### src/design/bcim_pkg.sv
// Shared types, register codes and helper functions of the block-cyclic index map.
`timescale 1ns / 1ps

package bcim_pkg;

	// Width and range limits.
	localparam int COORD_W = 16;
	localparam int PROC_W = 12;
	localparam int BLK_W = 17;
	localparam int NPROC_W = 13;
	localparam int WIDE_W = 52;
	localparam int MAX_DIM = 65536;
	localparam int MAX_PROCS = 4096;

	// Each axis divides twice, one quotient bit per cell.
	localparam int DIV_CELLS = 2 * COORD_W;
	// Cells, two multiply stages and the output register.
	localparam int PIPE_DEPTH = DIV_CELLS + 3;

	// Configuration register indexes.
	localparam logic [2:0] REG_BLOCK_ROWS = 3'd0;
	localparam logic [2:0] REG_BLOCK_COLS = 3'd1;
	localparam logic [2:0] REG_PROC_ROWS = 3'd2;
	localparam logic [2:0] REG_PROC_COLS = 3'd3;
	localparam logic [2:0] REG_MATRIX_ROWS = 3'd4;
	localparam logic [2:0] REG_MATRIX_COLS = 3'd5;

	// Operation codes.
	localparam logic OP_TO_LOCAL = 1'b0;
	localparam logic OP_TO_GLOBAL = 1'b1;

	// Partial state of one restoring division.
	typedef struct packed {
		logic [BLK_W-1:0] rem;
		logic [COORD_W-1:0] num;
	} div_t;

	// Result of one axis after the multiply stages.
	typedef struct packed {
		logic [WIDE_W-1:0] val;
		logic [PROC_W-1:0] own;
	} axis_res_t;

	// Block size as used: zero counts as one, large values saturate.
	function automatic logic [BLK_W-1:0] eff_block(input logic [BLK_W-1:0] v);
		logic [BLK_W-1:0] r;
		r = v;
		if (v == '0) r = BLK_W'(1);
		else if (v > BLK_W'(MAX_DIM)) r = BLK_W'(MAX_DIM);
		return r;
	endfunction

	// Process count as used: zero counts as one, large values saturate.
	function automatic logic [NPROC_W-1:0] eff_procs(input logic [NPROC_W-1:0] v);
		logic [NPROC_W-1:0] r;
		r = v;
		if (v == '0) r = NPROC_W'(1);
		else if (v > NPROC_W'(MAX_PROCS)) r = NPROC_W'(MAX_PROCS);
		return r;
	endfunction

endpackage

### src/design/bcim_div_cell.sv
// One restoring division step, registered.
`timescale 1ns / 1ps

module bcim_div_cell import bcim_pkg::*; (
	input  logic             clk,
	input  div_t             d_in,
	input  logic [BLK_W-1:0] divisor,
	output div_t             d_out
);

	logic [BLK_W:0] trial;
	logic           fits;

	// Shift the next dividend bit into the partial remainder and try to subtract.
	assign trial = {d_in.rem, d_in.num[COORD_W-1]};
	assign fits = trial >= {1'b0, divisor};

	always_ff @(posedge clk) begin
		if (fits) begin
			d_out.rem <= BLK_W'(trial - {1'b0, divisor});
		end else begin
			d_out.rem <= trial[BLK_W-1:0];
		end
		d_out.num <= {d_in.num[COORD_W-2:0], fits};
	end

endmodule

### src/design/bcim_axis.sv
// Index translation along one axis: a chain of division cells, then two multiply stages.
`timescale 1ns / 1ps

module bcim_axis import bcim_pkg::*; (
	input  logic               clk,
	input  logic               op,
	input  logic [COORD_W-1:0] coord,
	input  logic [PROC_W-1:0]  proc_coord,
	input  logic [BLK_W-1:0]   blk,
	input  logic [NPROC_W-1:0] nproc,
	output axis_res_t          res
);

	div_t               st [DIV_CELLS+1];
	div_t               cin [DIV_CELLS];
	logic               op_q [DIV_CELLS];
	logic [PROC_W-1:0]  pc_q [DIV_CELLS];
	logic [COORD_W-1:0] r1_q [COORD_W];
	logic [COORD_W-1:0] q1_q [COORD_W];

	logic [BLK_W-1:0]   mul_b;
	logic [COORD_W-1:0] mul_a;
	logic [BLK_W+COORD_W-1:0] prod;

	logic               op_s1;
	logic [PROC_W-1:0]  pc_s1;
	logic [COORD_W-1:0] r1_s1;
	logic [PROC_W-1:0]  r2_s1;
	logic [BLK_W+COORD_W:0] t_s1;

	assign st[0] = '{rem: '0, num: coord};

	// First half divides the coordinate by the block size, second half the block index
	// by the process count.
	for (genvar i = 0; i < DIV_CELLS; i++) begin : g_cell
		if (i == COORD_W) begin : g_restart
			assign cin[i] = '{rem: '0, num: st[i].num};
		end else begin : g_pass
			assign cin[i] = st[i];
		end
		bcim_div_cell u_cell (
			.clk    (clk),
			.d_in   (cin[i]),
			.divisor((i < COORD_W) ? blk : BLK_W'(nproc)),
			.d_out  (st[i+1])
		);
		always_ff @(posedge clk) begin
			op_q[i] <= (i == 0) ? op : op_q[(i == 0) ? 0 : i-1];
			pc_q[i] <= (i == 0) ? proc_coord : pc_q[(i == 0) ? 0 : i-1];
		end
	end

	// Offset and block index of the first division travel beside the second one.
	for (genvar j = 0; j < COORD_W; j++) begin : g_side
		always_ff @(posedge clk) begin
			if (j == 0) begin
				r1_q[j] <= st[COORD_W].rem[COORD_W-1:0];
				q1_q[j] <= st[COORD_W].num;
			end else begin
				r1_q[j] <= r1_q[(j == 0) ? 0 : j-1];
				q1_q[j] <= q1_q[(j == 0) ? 0 : j-1];
			end
		end
	end

	// First multiply: local block times block size, or block index times process count.
	assign mul_a = (op_q[DIV_CELLS-1] == OP_TO_GLOBAL) ? q1_q[COORD_W-1]
		: st[DIV_CELLS].num;
	assign mul_b = (op_q[DIV_CELLS-1] == OP_TO_GLOBAL) ? BLK_W'(nproc) : blk;
	assign prod = (BLK_W+COORD_W)'(mul_a) * (BLK_W+COORD_W)'(mul_b);

	always_ff @(posedge clk) begin
		op_s1 <= op_q[DIV_CELLS-1];
		pc_s1 <= pc_q[DIV_CELLS-1];
		r1_s1 <= r1_q[COORD_W-1];
		r2_s1 <= st[DIV_CELLS].rem[PROC_W-1:0];
		if (op_q[DIV_CELLS-1] == OP_TO_GLOBAL) begin
			t_s1 <= {1'b0, prod} + (BLK_W+COORD_W+1)'(pc_q[DIV_CELLS-1]);
		end else begin
			t_s1 <= {1'b0, prod};
		end
	end

	// Second multiply scales the global block back to elements in the to-global case; add the offset.
	always_ff @(posedge clk) begin
		if (op_s1 == OP_TO_GLOBAL) begin
			res.val <= WIDE_W'(WIDE_W'(t_s1) * WIDE_W'(blk)) + WIDE_W'(r1_s1);
			res.own <= pc_s1;
		end else begin
			res.val <= WIDE_W'(t_s1) + WIDE_W'(r1_s1);
			res.own <= r2_s1;
		end
	end

endmodule

### config.mk
export PLATFORM = sky130hd
export DESIGN_NAME = bcim_axis
export DESIGN_NICKNAME = d
export VERILOG_FILES = /design/src/design/bcim_pkg.sv /design/src/design/bcim_div_cell.sv /design/src/design/bcim_axis.sv
export SDC_FILE = /design/constraint.sdc
export NUM_CORES = 2
export LEC_CHECK = 0
export BUFFER_PORTS_ARGS = -buffer_cell sky130_fd_sc_hd__clkbuf_2
export CORE_UTILIZATION = 45
export CTS_CLUSTER_DIAMETER = 120
export DETAILED_ROUTE_END_ITERATION = 12
export HOLD_SLACK_MARGIN = 0.12
export PLACE_DENSITY = 0.65
export SETUP_SLACK_MARGIN = 0.1
export SYNTH_ARGS = -nofsm -noshare
export SYNTH_HDL_FRONTEND = slang
export SYNTH_SLANG_ARGS = --single-unit
### constraint.sdc
create_clock -name clk -period 12.3 [get_ports clk]
set_input_delay 1.845 -clock clk [delete_from_list [all_inputs] [get_ports clk]]
set_output_delay 1.845 -clock clk [all_outputs]
set_load 0.03 [all_outputs]
# Word level (Yosys, flattened, before mapping)
# Memory sizes are Yosys's and may differ from the RTL's. A register that Yosys moved wholly into a read port is not among the register bits.
# Cells that the tools add are included.
# op_classes
addsub,35
multipliers,2
n_div,0
order_cmp,32
eq_ne,0
n_shift,0
muxes,36
bitwise,0
n_reduce_logical,0
# ops
op,n
2-to-1 mux 17 bit,29
greater-or-equal comparator 18 x 13 -> 1 bit,15
greater-or-equal comparator 18 x 17 -> 1 bit,15
subtractor 17 x 13 -> 17 bit,14
subtractor 17 bit,14
2-to-1 mux 64 bit,1
adder 51 x 16 -> 52 bit,1
multiplier 34 x 17 -> 51 bit,1
adder 34 x 16 -> 35 bit,1
adder 33 x 12 -> 34 bit,1
multiplier 16 x 17 -> 33 bit,1
2-to-1 mux 33 bit,1
2-to-1 mux 16 bit,2
greater-or-equal comparator 1 x 17 -> 1 bit,1
subtractor 1 x 17 -> 17 bit,1
subtractor 16 bit,1
subtractor 1 x 13 -> 14 bit,1
greater-or-equal comparator 1 x 13 -> 1 bit,1
2-to-1 mux 12 bit,1
subtractor 12 bit,1
2-to-1 mux 1 bit,2
# totals
reg_bits,1170
latchBits,0
mem_bits_rw,928
rom_bits,0
inputBits,60
wordCells,182
memories,4
# memory_table
name,depth,width,rd,rd_ports_with_merged_regs,wr,line_no,rtl
pc_q,32,12,32,0,32,bcim_axis.sv:17,logic [PROC_W-1:0] pc_q [DIV_CELLS];
q1_q,16,16,16,0,16,bcim_axis.sv:19,logic [COORD_W-1:0] q1_q [COORD_W];
r1_q,16,16,16,1,16,bcim_axis.sv:18,logic [COORD_W-1:0] r1_q [COORD_W];
op_q,32,1,32,0,32,bcim_axis.sv:16,logic op_q [DIV_CELLS];

# Longest topological paths before layout
# An unclocked memory read counts as a cell.
# depth
ltp_word,5
mapped_depth,34
mapped_depth_nobuf,31

# Modules after synthesis
# Synthesis repeated with hierarchy kept, for this count alone.
# unflattened
hier_cells,11090
area_unflattened_um2,111587.0
# modules_own_cells
mod,instances,cells_each,area_per_inst_um2
bcim_axis,1,4702,52056.2
bcim_div_cell (g_cell[1].u_cell ...),21,207,1870.5
bcim_div_cell (g_cell[0].u_cell ...),10,185,1843.0
bcim_div_cell (g_cell[19].u_cell),1,191,1819.2

# Worst setup path after synthesis
# OpenSTA, ideal clock, no wires.
# synth_path
path_type,in2reg
start,input blk[3]
end,register t_s1[29]
setup_ns,0.127
t_arrival_ns,9.058
slack_ns,3.115
cell_stages,30
path_buffers,2
path_cell_list,clkbuf_1 -> inv_1 -> o21a_1 -> clkbuf_1 -> nor2_1 -> fa_1 -> inv_1 -> fa_1 -> inv_1 -> ha_1 -> ha_1 -> inv_1 -> fa_1 -> fa_1 -> inv_1 -> ha_1 -> a21o_1 -> or3_1 -> o22a_2 -> xor2_1 -> ha_1 -> o21a_1 -> o211ai_1 -> inv_1 -> a21oi_1 -> or4_1 -> or2_1 -> or4_4 -> nor3_2 -> xnor2_1
# synth_between
elab_chain_len,4
# synth_rtl
element,line_no,rtl
"start, declared",bcim_axis.sv:9,"input logic [BLK_W-1:0] blk,"
2-to-1 mux 17 bit *,bcim_axis.sv:69,assign mul_b = (op_q[DIV_CELLS-1] == OP_TO_GLOBAL) ? BLK_W'(nproc) : blk;
multiplier 16 x 17 -> 33 bit *,bcim_axis.sv:70,assign prod = (BLK_W+COORD_W)'(mul_a) * (BLK_W+COORD_W)'(mul_b);
adder 33 x 12 -> 34 bit,bcim_axis.sv:78,"t_s1 <= {1'b0, prod} + (BLK_W+COORD_W+1)'(pc_q[DIV_CELLS-1]);"
2-to-1 mux 33 bit *,bcim_axis.sv:77,if (op_q[DIV_CELLS-1] == OP_TO_GLOBAL) begin
"end signal, assigned",bcim_axis.sv:78,
"end signal, assigned",bcim_axis.sv:80,"t_s1 <= {1'b0, prod};"
"end, declared",bcim_axis.sv:29,logic [BLK_W+COORD_W:0] t_s1;
# Every way passes the cells marked *; elsewhere a longest branch is shown, timed or not.
# A chain may end at the register's enable or synchronous reset.

# Worst setup path in the final report
# layout_path
start,input blk[13]
end,register t_s1[29]
# The elaborated chain is that of the path after synthesis.

==> out/metrics.cfg <==
[cells_and_area]
nets=10933
post_route_cells_drive_above_1_share=0.0886
stdcell_area_sq_um=107000
num-fill-cells=18732
syn2layout_area_growth_pct=11.8
layout_commonest_cell=dfxtp_1
layout_common_cells=1992 x dfxtp_1, 964 x nand2_1, 959 x inv_1, 736 x fa_1, 734 x ha_1

[yosys]
synth_cell_types=82
synthArstFlopShare=0
synth_area_leaders=dfxtp_1 42%, fa_1 15%, ha_1 9.6%, nand2_1 3.8%, inv_1 3.8%
synth-edff-count=0
yosys.area.top_type=dfxtp_1
syn_avg_cell_area_sq_um=10.3
ys_seq_area_frac=0.419
synth_seq_cells=1994
ys_dominant_reg_cell=dfxtp_1
synth_nets=10751
yosys_warnings=0
synthesis.area_sq_um=95300
yosysTopAreaCellShare=0.419
synth_cells=9221

[sta]
fin_tns_setup_ns=0
period_minus_slack_ns=9.20
slew_violations=0
fin_crit_sh=0.748
fin_ws_ns=3.10
rsz0062_at_grt=false
max_freq_ghz=0.109
worst_slew_pin_slew_ns=1.32
setup_viol=0
fin_skew_ns=0.0736
relSlewSlack=0.0946
hold_violations=0

[grt]
antenna_found_initial=7
grt_usage=0.216
grt_max_degree=65
grt_pass1_wl_mm=360
grt_pass1_vias=65196
gr-total-overflow=0

[critical_path]
cpPeakStageDelay_ns=0.67
startpoint_type=primary input
critPathKind=in -> reg
cp_common_cell=fa_1
critical-path-top-delay-family=adder cells
crit_fanout=34
crit_arrival_ns=9.97
cp-end-kind=flop
worstPathRequired_ns=13.07
cpMaxStageDelayCell=nor2_1
path_cells=clkbuf_2, buf_4, inv_1, nor2_1, nand2_1, fa_1, inv_1, fa_1, fa_1, fa_1, fa_1, inv_1, fa_1, inv_1, ha_1, a21o_1, a221oi_1, o21ai_0, a211oi_2, nand2_1, or4_4, or4_4, nor3_2, xnor2_1
cp_num_buf_inv=6

[run]
maxCapViolations=0

[status]
status=finished clean

[place]
portBuffers=123
post-place-ws_ns=2.24
hpwl_mm=171
gp_congestion=0.946
placed_cell_area_sq_um=99400

[die]
num_rows=168
die_x_um=462
dieArea_sq_um=214000
fp.dieH_um=462
core-area_sq_um=210000
start_util=0.454
ioPinCount=124

[drt]
via_per_inst=5.17
vias=63949
final_antenna_net_count=0
wire_per_inst_um=18.6
drt_iter0_markers=3958
drc=0
drt-pass1-iter-count=8
drt-total-wl_mm=230

[min_path]
hp-class=reg -> reg

[clock_network]
clock_latency_ns=0.88
cts.path.max_buffers=3
holdBufCountCts=0
post_cts_buffers=0
clk_pin_slew_worst_paths_ns=0.06
cts_tree=done
clockRootBuffer=clkbuf_16
cts-resized-gates=0
clkSinkCount=1994
htree_levels=4
cts_buffers=201

## cell usage after synthesis (42+ instances only)
library cell and count:
o21bai_1 43, clkbuf_1 223, nor2_1 557, nand2b_1 88, o21ai_0 327, nand2_1 964, xnor2_1 274, xor2_1 204
nand4_1 77, dfxtp_1 1994, o21a_1 76, mux2_2 192, mux2i_1 55, a21oi_1 459, nor4_1 42, nor2b_1 97
and2_1 212, nand3_1 81, a21o_1 193, nor3_1 113, inv_1 959, fa_1 736, ha_1 734, a21boi_0 47
## final timing paths
check / slack [ns] / start / to / cells after the start
max: 3.10 / blk[13] / t_s1[29] / 24
min: 0.29 / pc_q[1][116] / pc_q[1][128] / 0
max reg2reg: 3.20 / op_q[1][15] / t_s1[29] / 25
min reg2reg: 0.29 / pc_q[1][116] / pc_q[1][128] / 0
## state kept, by name, indices dropped and copies added, names as in the netlist
| signal | count |
|---|---|
| g_cell.u_cell.d_out | 1032 |
| pc_q | 384 |
| r1_q | 256 |
| q1_q | 151 |
| res | 64 |
| t_s1 | 34 |
| op_q | 32 |
| r1_s1 | 16 |
| pc_s1 | 12 |
| r2_s1 | 12 |
| op_s1 | 1 |
## area by class of cell
| class | instances | area, sq um | area share |
|---|---|---|---|
| flip-flops and latches | 1994 | 39900 | 0.375 |
| diodes | 5 | 12.5 | 0.000117 |
| inverters | 960 | 3600 | 0.0338 |
| clock inverters | 106 | 1590 | 0.0149 |
| well taps | 2805 | 3510 | 0.0329 |
| repair buffers | 230 | 1420 | 0.0133 |
| multi-input cells | 6016 | 50900 | 0.478 |
| clock buffers | 265 | 5600 | 0.0526 |
## logic make-up (layout without fill, tap and decap cells)
family / Yosys count / count (layout) / synth area share
buffers and inverters: 1211 / 1561 / 0.0478
adders and majority gates: 1470 / 1470 / 0.251
and+or+nand+nor: 2385 / 2385 / 0.115
AOI/OAI and AO/OA: 1436 / 1436 / 0.0948
other: 0 / 5 / 0
DFF: 1994 / 1994 / 0.419
xor gates and xnor gates: 478 / 478 / 0.0439
muxes: 247 / 247 / 0.0285
## through the flow
step                      hold slack [ns]  cells  utilization
after floorplan                     0.310   9221            -
after global placement              0.310  12005        0.473
after detailed placement            0.312  12005        0.473
after CTS                           0.278  12376        0.508
after global routing                0.280  12379        0.508
final                               0.286  12381        0.508
## per-layer routing
metal,global-route usage,vias up,wire length [um]
met1,0.280,31014,102000
li1,-,30663,-
met5,0,-,0
met3,0.0393,455,13800
met2,0.351,1817,105000
met4,0.0934,0,9590
Power is not shown: default switching activity piles up to over one toggle a cycle in this logic, so the estimate is an artifact.
